<file path="src/hdl/deq_pkg.sv">
`default_nettype none
package deq_pkg;

   typedef enum logic [3:0] {
      FN_PUSH_FRONT = 4'd0,
      FN_PUSH_BACK  = 4'd1,
      FN_POP_FRONT  = 4'd2,
      FN_POP_BACK   = 4'd3,
      FN_SORT       = 4'd4,
      FN_REVERSE    = 4'd5,
      FN_SHOW       = 4'd6,
      FN_SIZE       = 4'd7,
      FN_PEEK_FRONT = 4'd8,
      FN_PEEK_BACK  = 4'd9,
      FN_CLEAR      = 4'd10
   } func_type;

   typedef enum logic [1:0] {
      KIND_ELEM  = 2'd0,
      KIND_EMPTY = 2'd1,
      KIND_SIZE  = 2'd2,
      KIND_ERROR = 2'd3
   } kind_type;

   typedef enum logic [3:0] {
      ST_IDLE,
      ST_DECODE,
      ST_SORT_RD,
      ST_SORT_CMP,
      ST_SORT_WR,
      ST_REV_RD,
      ST_REV_WR,
      ST_EMIT_RD,
      ST_EMIT_WAIT,
      ST_EMIT_OUT,
      ST_ONE_OUT
   } state_type;

   // Datapath operations selected by the controller.
   typedef enum logic [3:0] {
      OP_NONE,
      OP_LATCH,
      OP_PUSH_FRONT,
      OP_PUSH_BACK,
      OP_POP_FRONT,
      OP_POP_BACK,
      OP_CLEAR,
      OP_SORT_INIT,
      OP_SORT_RD,
      OP_SORT_CMP,
      OP_SORT_WR,
      OP_REV_INIT,
      OP_REV_RD,
      OP_REV_WR,
      OP_EMIT_INIT,
      OP_EMIT_RD
   } op_type;

   typedef struct packed {
      op_type   op;
      logic     one_load;
      kind_type one_kind;
      logic     one_sel_count;
      logic     one_sel_front;
   } cmd_type;

   typedef struct packed {
      logic     full;
      logic     empty;
      logic     sort_done;
      logic     swap_needed;
      logic     rev_done;
      logic     emit_last;
      func_type func;
   } status_type;

endpackage
`default_nettype wire

</file>
<file path="src/hdl/deq_if.sv">
`default_nettype none
interface deq_req_if;
   logic        valid;
   logic        ready;
   logic [3:0]  func;
   logic signed [31:0] value;
   modport source (output valid, output func, output value, input ready);
   modport sink (input valid, input func, input value, output ready);
endinterface

interface deq_rsp_if;
   logic        valid;
   logic        ready;
   logic [1:0]  kind;
   logic signed [31:0] value_res;
   logic        last;
   modport source (output valid, output kind, output value_res, output last, input ready);
   modport sink (input valid, input kind, input value_res, input last, output ready);
endinterface
`default_nettype wire

</file>
<file path="src/hdl/deq_datapath.sv">
`default_nettype none
module deq_datapath #(
   parameter int CAPACITY = 32
) (
   input  wire logic                 clock,
   input  wire logic                 reset,
   input  wire deq_pkg::cmd_type     cmd,
   output deq_pkg::status_type       status,
   input  wire logic [3:0]           req_func,
   input  wire logic signed [31:0]   req_value,
   output logic [1:0]                out_kind,
   output logic signed [31:0]        out_value,
   output logic                      out_last
);
   import deq_pkg::*;

   localparam int IW = (CAPACITY > 2) ? $clog2(CAPACITY) : 1;
   localparam int CW = $clog2(CAPACITY + 1);
   localparam logic [CW-1:0] CAP = CW'(CAPACITY);

   logic signed [31:0] mem [CAPACITY];

   logic [IW-1:0] head_ff, head_in;
   logic [CW-1:0] count_ff, count_in;
   logic [3:0]    func_ff;
   logic signed [31:0] val_ff;
   // Walk indexes are logical positions from the front.
   logic [CW-1:0] i_ff, i_in, j_ff, j_in, k_ff, k_in;
   logic signed [31:0] a_ff, b_ff, rd_ff;
   logic          swap_now;
   logic [1:0]    kind_ff;
   logic signed [31:0] oval_ff;
   logic          last_ff;
   logic          last_is_stream;

   logic [IW-1:0] wr_addr, rd_addr;
   logic          wr_en;
   logic          rd_en;
   logic signed [31:0] wr_data;

   function automatic logic [IW-1:0] slot(input logic [IW-1:0] h, input logic [CW-1:0] i);
      logic [CW:0] s;
      s = {1'b0, CW'(h)} + {1'b0, i};
      if (s >= {1'b0, CAP}) s = s - {1'b0, CAP};
      return s[IW-1:0];
   endfunction

   always_comb begin
      head_in = head_ff;
      count_in = count_ff;
      i_in = i_ff;
      j_in = j_ff;
      k_in = k_ff;
      wr_en = 1'b0;
      wr_addr = '0;
      wr_data = val_ff;
      rd_addr = '0;
      rd_en = 1'b0;
      case (cmd.op)
         OP_PUSH_FRONT: begin
            head_in = (head_ff == '0) ? IW'(CAPACITY - 1) : head_ff - 1'b1;
            wr_en = 1'b1;
            wr_addr = head_in;
            count_in = count_ff + 1'b1;
            i_in = '0;
         end
         OP_PUSH_BACK: begin
            wr_en = 1'b1;
            wr_addr = slot(head_ff, count_ff);
            count_in = count_ff + 1'b1;
            i_in = '0;
         end
         OP_POP_FRONT: begin
            head_in = slot(head_ff, CW'(1));
            count_in = count_ff - 1'b1;
            i_in = '0;
         end
         OP_POP_BACK: begin
            count_in = count_ff - 1'b1;
            i_in = '0;
         end
         OP_CLEAR: begin
            head_in = '0;
            count_in = '0;
         end
         OP_SORT_INIT: begin
            // Pass bound k, position i; bubble passes.
            k_in = count_ff - 1'b1;
            i_in = '0;
         end
         OP_SORT_RD: begin
            rd_addr = slot(head_ff, i_ff);
            rd_en = 1'b1;
         end
         OP_SORT_CMP: begin
            rd_addr = slot(head_ff, i_ff + 1'b1);
            rd_en = 1'b1;
         end
         OP_SORT_WR: begin
            if (swap_now) begin
               wr_en = 1'b1;
               wr_addr = slot(head_ff, i_ff);
               wr_data = rd_ff;
            end
            if (i_ff + 1'b1 >= k_ff) begin
               i_in = '0;
               k_in = k_ff - 1'b1;
            end else begin
               i_in = i_ff + 1'b1;
            end
         end
         OP_REV_INIT: begin
            i_in = '0;
            j_in = count_ff - 1'b1;
         end
         OP_REV_RD: rd_addr = slot(head_ff, i_ff);
         OP_REV_WR: begin
            wr_en = 1'b1;
            wr_addr = slot(head_ff, i_ff);
            wr_data = b_ff;
            i_in = i_ff + 1'b1;
            j_in = j_ff - 1'b1;
         end
         OP_EMIT_INIT: i_in = '0;
         OP_EMIT_RD: begin
            rd_addr = slot(head_ff, i_ff);
            rd_en = 1'b1;
            i_in = i_ff + 1'b1;
         end
         default: ;
      endcase
   end

   // Second write port is avoided: the high half of a swap is written the cycle after.
   logic          wr2_ff;
   logic [IW-1:0] wr2_addr_ff;
   logic signed [31:0] wr2_data_ff;

   // A read that hits the pending high-half write takes the new word directly.
   always_ff @(posedge clock) begin
      if (wr_en) mem[wr_addr] <= wr_data;
      else if (wr2_ff) mem[wr2_addr_ff] <= wr2_data_ff;
      if (rd_en) begin
         if (wr2_ff && wr2_addr_ff == rd_addr) rd_ff <= wr2_data_ff;
         else rd_ff <= mem[rd_addr];
      end
   end

   always_ff @(posedge clock) begin
      if (reset) begin
         head_ff <= '0;
         count_ff <= '0;
         wr2_ff <= 1'b0;
      end else begin
         head_ff <= head_in;
         count_ff <= count_in;
         wr2_ff <= 1'b0;
         if (cmd.op == OP_SORT_WR && swap_now) begin
            wr2_ff <= 1'b1;
            wr2_addr_ff <= slot(head_ff, i_ff + 1'b1);
            wr2_data_ff <= a_ff;
         end
         if (cmd.op == OP_REV_WR) begin
            wr2_ff <= 1'b1;
            wr2_addr_ff <= slot(head_ff, j_ff);
            wr2_data_ff <= a_ff;
         end
      end
   end

   // a holds the lower position, b the higher; rd_ff arrives in the cycle after its address.
   always_ff @(posedge clock) begin
      i_ff <= i_in;
      j_ff <= j_in;
      k_ff <= k_in;
      if (cmd.op == OP_LATCH) begin
         func_ff <= req_func;
         val_ff <= req_value;
      end
      if (cmd.op == OP_SORT_CMP) a_ff <= rd_ff;
      if (cmd.op == OP_REV_RD) a_ff <= mem[slot(head_ff, i_ff)];
      if (cmd.op == OP_REV_RD) b_ff <= mem[slot(head_ff, j_ff)];
   end

   // In the write step a_ff holds the lower word and rd_ff the upper one.
   assign swap_now = (a_ff > rd_ff);

   assign status.full = (count_ff >= CAP);
   assign status.empty = (count_ff == '0);
   assign status.sort_done = (k_ff == '0) || (count_ff < CW'(2));
   assign status.swap_needed = swap_now;
   assign status.rev_done = (i_ff >= j_ff) || (count_ff < CW'(2));
   assign status.emit_last = (i_ff == count_ff);
   assign status.func = func_type'(func_ff);

   always_ff @(posedge clock) begin
      if (cmd.one_load) begin
         kind_ff <= cmd.one_kind;
         if (cmd.one_sel_count) oval_ff <= 32'(count_ff);
         else if (cmd.one_sel_front) oval_ff <= mem[slot(head_ff, '0)];
         else if (cmd.one_kind == KIND_ELEM) oval_ff <= mem[slot(head_ff, count_ff - 1'b1)];
         else oval_ff <= '0;
         last_ff <= 1'b1;
      end else if (cmd.op == OP_EMIT_RD) begin
         kind_ff <= KIND_ELEM;
         last_ff <= (i_in == count_ff);
      end
   end

   assign out_kind = kind_ff;
   assign out_value = (cmd.one_load || kind_ff != KIND_ELEM || !last_is_stream) ? oval_ff : rd_ff;
   always_ff @(posedge clock) begin
      if (cmd.one_load) last_is_stream <= 1'b0;
      else if (cmd.op == OP_EMIT_RD) last_is_stream <= 1'b1;
   end
   assign out_last = last_ff;
endmodule
`default_nettype wire

</file>
<file path="src/hdl/deq_ctrl.sv">
`default_nettype none
module deq_ctrl (
   input  wire logic             clock,
   input  wire logic             reset,
   input  wire logic             req_valid,
   output logic                  req_ready,
   output logic                  rsp_valid,
   input  wire logic             rsp_ready,
   input  wire deq_pkg::status_type status,
   output deq_pkg::cmd_type      cmd
);
   import deq_pkg::*;

   state_type state_ff, state_in;

   always_ff @(posedge clock) begin
      if (reset) state_ff <= ST_IDLE;
      else state_ff <= state_in;
   end

   always_comb begin
      state_in = state_ff;
      case (state_ff)
         ST_IDLE: if (req_valid) state_in = ST_DECODE;
         ST_DECODE: begin
            case (status.func)
               FN_PUSH_FRONT, FN_PUSH_BACK:
                  state_in = status.full ? ST_ONE_OUT : ST_EMIT_RD;
               FN_POP_FRONT, FN_POP_BACK:
                  state_in = status.empty ? ST_ONE_OUT : ST_EMIT_RD;
               FN_SORT: state_in = ST_SORT_RD;
               FN_REVERSE: state_in = ST_REV_RD;
               FN_SHOW: state_in = ST_EMIT_RD;
               FN_SIZE, FN_PEEK_FRONT, FN_PEEK_BACK: state_in = ST_ONE_OUT;
               default: state_in = ST_IDLE;
            endcase
         end
         ST_SORT_RD: state_in = status.sort_done ? ST_EMIT_RD : ST_SORT_CMP;
         ST_SORT_CMP: state_in = ST_SORT_WR;
         ST_SORT_WR: state_in = ST_SORT_RD;
         ST_REV_RD: state_in = status.rev_done ? ST_EMIT_RD : ST_REV_WR;
         ST_REV_WR: state_in = ST_REV_RD;
         ST_EMIT_RD: state_in = status.empty ? ST_ONE_OUT : ST_EMIT_OUT;
         ST_EMIT_OUT: if (rsp_ready) state_in = status.emit_last ? ST_IDLE : ST_EMIT_RD;
         ST_ONE_OUT: if (rsp_ready) state_in = ST_IDLE;
         default: state_in = ST_IDLE;
      endcase
   end

   always_comb begin
      cmd = '0;
      req_ready = (state_ff == ST_IDLE);
      rsp_valid = (state_ff == ST_EMIT_OUT) || (state_ff == ST_ONE_OUT);
      case (state_ff)
         ST_IDLE: cmd.op = OP_LATCH;
         ST_DECODE: begin
            case (status.func)
               FN_PUSH_FRONT: cmd.op = status.full ? OP_NONE : OP_PUSH_FRONT;
               FN_PUSH_BACK: cmd.op = status.full ? OP_NONE : OP_PUSH_BACK;
               FN_POP_FRONT: cmd.op = status.empty ? OP_NONE : OP_POP_FRONT;
               FN_POP_BACK: cmd.op = status.empty ? OP_NONE : OP_POP_BACK;
               FN_SORT: cmd.op = OP_SORT_INIT;
               FN_REVERSE: cmd.op = OP_REV_INIT;
               FN_SHOW: cmd.op = OP_EMIT_INIT;
               FN_CLEAR: cmd.op = OP_CLEAR;
               default: cmd.op = OP_NONE;
            endcase
            cmd.one_load = 1'b1;
            cmd.one_kind = KIND_ERROR;
            case (status.func)
               FN_SIZE: begin
                  cmd.one_kind = KIND_SIZE;
                  cmd.one_sel_count = 1'b1;
               end
               FN_PEEK_FRONT: begin
                  cmd.one_kind = status.empty ? KIND_EMPTY : KIND_ELEM;
                  cmd.one_sel_front = !status.empty;
               end
               FN_PEEK_BACK: cmd.one_kind = status.empty ? KIND_EMPTY : KIND_ELEM;
               default: ;
            endcase
         end
         ST_SORT_RD: cmd.op = status.sort_done ? OP_EMIT_INIT : OP_SORT_RD;
         ST_SORT_CMP: cmd.op = OP_SORT_CMP;
         ST_SORT_WR: cmd.op = OP_SORT_WR;
         ST_REV_RD: cmd.op = status.rev_done ? OP_EMIT_INIT : OP_REV_RD;
         ST_REV_WR: cmd.op = OP_REV_WR;
         ST_EMIT_RD: begin
            if (status.empty) begin
               cmd.one_load = 1'b1;
               cmd.one_kind = KIND_EMPTY;
            end else begin
               cmd.op = OP_EMIT_RD;
            end
         end
         default: ;
      endcase
   end

   assert property (@(posedge clock) disable iff (reset) rsp_valid |-> !req_ready)
      else $error("response valid while accepting a request");
   assert property (@(posedge clock) disable iff (reset)
      (req_valid && req_ready) |=> (state_ff == ST_DECODE))
      else $error("accepted request not decoded");
   assert property (@(posedge clock) disable iff (reset)
      (rsp_valid && !rsp_ready) |=> rsp_valid)
      else $error("response dropped while stalled");
endmodule
`default_nettype wire

</file>
<file path="src/hdl/deque_engine_with_sort_reverse.sv">
`default_nettype none
// Channel   Dir  Signals
// req       in   valid, ready, func[3:0], value[31:0]
// rsp       out  valid, ready, kind[1:0], value_res[31:0], last
// One request at a time. Push and pop that succeed, and show, then stream out
// the queue; sort runs bubble passes of read, compare and write steps, and
// reverse a read and a write step per swapped pair, with one store write port.
// Synchronous reset empties the queue; store contents are not cleared.
// A stalled response holds the controller in place until it is taken.
module deque_engine_with_sort_reverse #(
   parameter int CAPACITY = 32
) (
   input  wire logic clock,
   input  wire logic reset,
   deq_req_if.sink   req,
   deq_rsp_if.source rsp
);
   import deq_pkg::*;

   cmd_type    cmd;
   status_type status;

   deq_ctrl u_ctrl (
      .clock(clock), .reset(reset),
      .req_valid(req.valid), .req_ready(req.ready),
      .rsp_valid(rsp.valid), .rsp_ready(rsp.ready),
      .status(status), .cmd(cmd)
   );

   deq_datapath #(.CAPACITY(CAPACITY)) u_dp (
      .clock(clock), .reset(reset), .cmd(cmd), .status(status),
      .req_func(req.func), .req_value(req.value),
      .out_kind(rsp.kind), .out_value(rsp.value_res), .out_last(rsp.last)
   );
endmodule
`default_nettype wire
</file>
<file path="src/flat_wrapper.sv">
// flat-port wrapper written by rule: the top's interface ports become plain ports
module deque_engine_with_sort_reverse_flat import deq_pkg::*;
#(
   parameter int CAPACITY = 32
)
  (clock, reset, req_valid, req_func, req_value, req_ready, rsp_valid, rsp_kind, rsp_value_res, rsp_last, rsp_ready);
  deq_req_if req_i ();
  deq_rsp_if rsp_i ();
  input  wire logic clock;
  input  wire logic reset;
  input wire logic [$bits(req_i.valid)-1:0] req_valid;
  input wire logic [$bits(req_i.func)-1:0] req_func;
  input wire logic [$bits(req_i.value)-1:0] req_value;
  output wire logic [$bits(req_i.ready)-1:0] req_ready;
  output wire logic [$bits(rsp_i.valid)-1:0] rsp_valid;
  output wire logic [$bits(rsp_i.kind)-1:0] rsp_kind;
  output wire logic [$bits(rsp_i.value_res)-1:0] rsp_value_res;
  output wire logic [$bits(rsp_i.last)-1:0] rsp_last;
  input wire logic [$bits(rsp_i.ready)-1:0] rsp_ready;
  assign req_i.valid = req_valid;
  assign req_i.func = req_func;
  assign req_i.value = req_value;
  assign req_ready = req_i.ready;
  assign rsp_valid = rsp_i.valid;
  assign rsp_kind = rsp_i.kind;
  assign rsp_value_res = rsp_i.value_res;
  assign rsp_last = rsp_i.last;
  assign rsp_i.ready = rsp_ready;
  deque_engine_with_sort_reverse #(.CAPACITY(CAPACITY)) u_core (.clock(clock), .reset(reset), .req(req_i), .rsp(rsp_i));
endmodule
</file>
<file path="config.mk">
export PLATFORM = sky130hd
export DESIGN_NAME = deque_engine_with_sort_reverse_flat
export DESIGN_NICKNAME = d
export VERILOG_FILES = /design/src/hdl/deq_pkg.sv /design/src/hdl/deq_if.sv /design/src/hdl/deq_datapath.sv /design/src/hdl/deq_ctrl.sv /design/src/hdl/deque_engine_with_sort_reverse.sv /design/src/flat_wrapper.sv
export SDC_FILE = /design/constraint.sdc
export NUM_CORES = 2
export LEC_CHECK = 0
export BUFFER_PORTS_ARGS = -buffer_cell sky130_fd_sc_hd__buf_2
export CAP_MARGIN = 25
export CORE_UTILIZATION = 30
export CTS_CLUSTER_DIAMETER = 200
export DETAILED_ROUTE_END_ITERATION = 16
export PLACE_DENSITY = 0.46
export RECOVER_POWER = 25
export SETUP_SLACK_MARGIN = 0.4
export SYNTH_ARGS = -nofsm -noshare
export SYNTH_HDL_FRONTEND = slang
export SYNTH_SLANG_ARGS = --single-unit
</file>
<file path="constraint.sdc">
create_clock -name clock -period 4.7 [get_ports clock]
set_input_delay 0.705 -clock clock [delete_from_list [all_inputs] [get_ports clock]]
set_output_delay 0.705 -clock clock [all_outputs]
set_load 0.02 [all_outputs]
</file>
==> flow_metrics.env <==
export IMPL_status="complete, but fails checks"
export IMPL_synth_edf_count=1239
export IMPL_antenna_found_initial=15
export IMPL_cts_buffers=157
export IMPL_highest_layer="met5"
export IMPL_num_vias=67744
export IMPL_cts_sinks=1263
export IMPL_grt_pass1_wl_um=546300
export IMPL_reg2regPathDepth=8
export IMPL_path_clk_slew_ns=0.06
export IMPL_gp_congestion=0.9210
export IMPL_syn_inst=6038
export IMPL_dp_hpwl_um=256600
export IMPL_rsz0062_at_grt="yes"
export IMPL_cts_tree="done"
export IMPL_met3WireLength_um=44430
export IMPL_holdPathStages=1
export IMPL_pin_count=77
export IMPL_ir_worst_vdd_uv=1019
export IMPL_cts_htree_levels=4
export IMPL_yosys_warnings=0
export IMPL_chipWidth_um=533.9
export IMPL_avgRoutedWirePerCell_um=39.14
export IMPL_worstSetupPathType="flop to flop"
export IMPL_hold_violations=0
export IMPL_ant_nets=0
export IMPL_grt_usage=0.2726
export IMPL_holdWs_ns=0.04064
export IMPL_core_um2=280400
export IMPL_hold_start="req_value[6]"
export IMPL_synthArstFlopShare=0
export IMPL_syn_nets=6155
export IMPL_netlist_area_um2=84870
export IMPL_synth_ff_type="edfxtp_1"
export IMPL_clkLatencyLatePin_ns=0.87
export IMPL_port_buffers=76
export IMPL_met1Wirelength_um=147700
export IMPL_worstMarginPinSlew_ns=3.338
export IMPL_initial_core_util=0.3027
export IMPL_p_total_mw=91.26
export IMPL_viasPerCell=6.632
export IMPL_fin_util=0.3633
export IMPL_ff2ff_setup_slack_ns=0.11
export IMPL_cts_root_buffer="clkbuf_16"
export IMPL_grt_max_degree=111
export IMPL_placementRows=194
export IMPL_slew_headroom=-1.226
export IMPL_die_h_um=533.9
export IMPL_drt_iter0_drc=10368
export IMPL_violations="max-capacitance violations, max-slew violations"
export IMPL_cp_end_kind="flop"
export IMPL_syn_to_final_growth_pct=20.01
export IMPL_skew_ns=0.06430
export IMPL_final_cell_mix="1239 x edfxtp_1, 1216 x mux4_2, 861 x nand2_1"
export IMPL_final_nets=6495
export IMPL_first_global_vias=65339
export IMPL_crit_reg2reg_launch="u_core.u_dp.count_ff[2]"
export IMPL_final_common_cell="edfxtp_1"
export IMPL_ys_ff_latch=1263
export IMPL_maxSlewViolCount=78
export IMPL_power_leakage_nw=33.47
export IMPL_dr_wl_met2_um=179500
export IMPL_synth_avg_cell_area_um2=14.06
export IMPL_min_period_over_period=0.9766
export IMPL_layout_drive_gt1_share=0.3792
export IMPL_r2r_end="u_core.u_dp.oval_ff[5]"
export IMPL_critical_path_arrival_ns=5.05
export IMPL_fillers=26354
export IMPL_hold_end="u_core.u_dp.val_ff[6]"
export IMPL_die_area_um2=285000
export IMPL_cts_buffer_depth=4
export IMPL_synth_seq_area_share=0.4440
export IMPL_setup_tns_final_ns=0
export IMPL_finalCriticalPeriod_ns=4.590
export IMPL_synth_cell_type_count=87
export IMPL_power_density_nw_per_um2=896.0
export IMPL_max_freq_mhz=217.9
export IMPL_max_cap_viol_count=3
export IMPL_start_kind="flop"
export IMPL_first_pass_iters=8
export IMPL_path_max_fanout=20
export IMPL_hold_class="input pin to flop"
export IMPL_drt_total_wl_um=399800
export IMPL_overflow=0
export IMPL_drc=0
export IMPL_required_ns=5.16
export IMPL_finalSetupViolations=0
[area by class of cell]
cell class                 count  area, um2  area share
sequential                  1263      37710      0.3702
multi-input combinational   4122      45990      0.4515
antenna                        3      7.507  0.00007370
tap                         3724       4659     0.04575
timing repair inverter         1      7.507  0.00007370
inverter                      67      267.8    0.002629
clock buffer                 181       4114     0.04039
timing repair buffer         766       8118     0.07970
clock inverter                88      983.4    0.009655
[Yosys cell counts (33+ instances only)]
cell type | n | area (um2)
clkbuf_1 | 367 | 1378
nor2_1 | 229 | 859.6
inv_1 | 66 | 247.7
buf_1 | 130 | 488.0
ha_1 | 72 | 900.9
and3_1 | 136 | 850.8
o2111ai_1 | 33 | 289.0
a21oi_1 | 195 | 975.9
a211oi_1 | 137 | 1028
nand2_1 | 869 | 3262
a221oi_1 | 68 | 595.6
nand3_1 | 307 | 1536
buf_2 | 66 | 330.3
o22ai_1 | 36 | 225.2
a31oi_1 | 103 | 644.4
edfxtp_1 | 1239 | 37210
o21ai_0 | 122 | 610.6
mux4_2 | 1216 | 27390
nand4_1 | 39 | 244.0
a22oi_1 | 68 | 510.5
mux2_2 | 33 | 371.6
mux2i_1 | 198 | 1982
xnor2_1 | 35 | 306.5
[per-stage QoR]
stage | setup slack, ns | std cells | cell area [um2]
final | 0.1099 | 10215 | 101900
after global routing | 0.1702 | 10213 | 101900
after CTS | 0.3828 | 10167 | 101100
after detailed placement | -0.1907 | 9851 | 94980
after global placement | -0.1666 | 9850 | 94970
after floorplan | 0.09941 | 6038 | 85000
[worst max-delay path: stages (launching register included)]
cell and delay (ns):
dfxtp_1 0.48, or4_1 0.44, nor2_8 0.04, buf_4 0.18, a21oi_4 0.20, buf_4 0.22
clkbuf_4 0.15, clkinvlp_2 1.65, clkbuf_2 0.84
[state kept, by name (all words and copies together), names as in the netlist]
register / cells
u_core.u_ctrl.state_ff: 4
u_core.u_dp.a_ff: 32
u_core.u_dp.b_ff: 32
u_core.u_dp.count_ff: 6
u_core.u_dp.func_ff: 4
u_core.u_dp.head_ff: 5
u_core.u_dp.i_ff: 6
u_core.u_dp.j_ff: 6
u_core.u_dp.k_ff: 6
u_core.u_dp.last_is_stream: 1
u_core.u_dp.mem: 1024
u_core.u_dp.out_kind: 2
u_core.u_dp.out_last: 1
u_core.u_dp.oval_ff: 32
u_core.u_dp.rd_ff: 32
u_core.u_dp.val_ff: 32
u_core.u_dp.wr2_addr_ff: 5
u_core.u_dp.wr2_data_ff: 32
u_core.u_dp.wr2_ff: 1
[how the worst max path moves through the flow]
stage                                   start  slack [ns]                      to  cells after the start
detailed placement        u_core.u_dp.i_ff[0]       -0.19   u_core.u_dp.rd_ff[21]                     20
floorplan             u_core.u_dp.count_ff[1]         0.1  u_core.u_dp.mem[14][0]                     15
global placement          u_core.u_dp.i_ff[0]       -0.17   u_core.u_dp.rd_ff[21]                     20
global route        u_core.u_ctrl.state_ff[1]        0.17  u_core.u_dp.mem[0][22]                      6
finish                u_core.u_dp.count_ff[2]        0.11  u_core.u_dp.oval_ff[5]                      8
CTS                   u_core.u_dp.count_ff[0]        0.38       rsp_value_res[29]                     12
[repair_timing]
action / CTS / global route
hold buffers: 11 / 0
buffers inserted: 29 / 40
pin swaps: 20 / 46
resized for setup: 71 / 120
endpoints found under the setup margin: 910 / 1336
cloned: 7 / 5
endpoints found under the hold margin: 11 / 0
[power by group]
part,total (mW),internal [mW],switching [mW]
sequential,17.2,16.1,1.11
clock,12.5,7.28,5.26
combinational,61.5,25.7,35.8
total,91.3,49.1,42.2
[metal layers]
| layer | vias up | global-route usage |
|---|---|---|
| met5 | - | 0.001999 |
| met4 | 26 | 0.1608 |
| met3 | 1200 | 0.06581 |
| met2 | 5548 | 0.4191 |
| met1 | 35232 | 0.3495 |
| li1 | 25738 | - |
[cells by family after synthesis]
kind of cell    synth area share
fa+ha+maj                0.01179
flops                     0.4440
buf+inv                  0.03124
xor+xnor                0.005985
mux                       0.3512
compound gates           0.06898
simple gates             0.08675
Power figures use the tool's default switching activity.
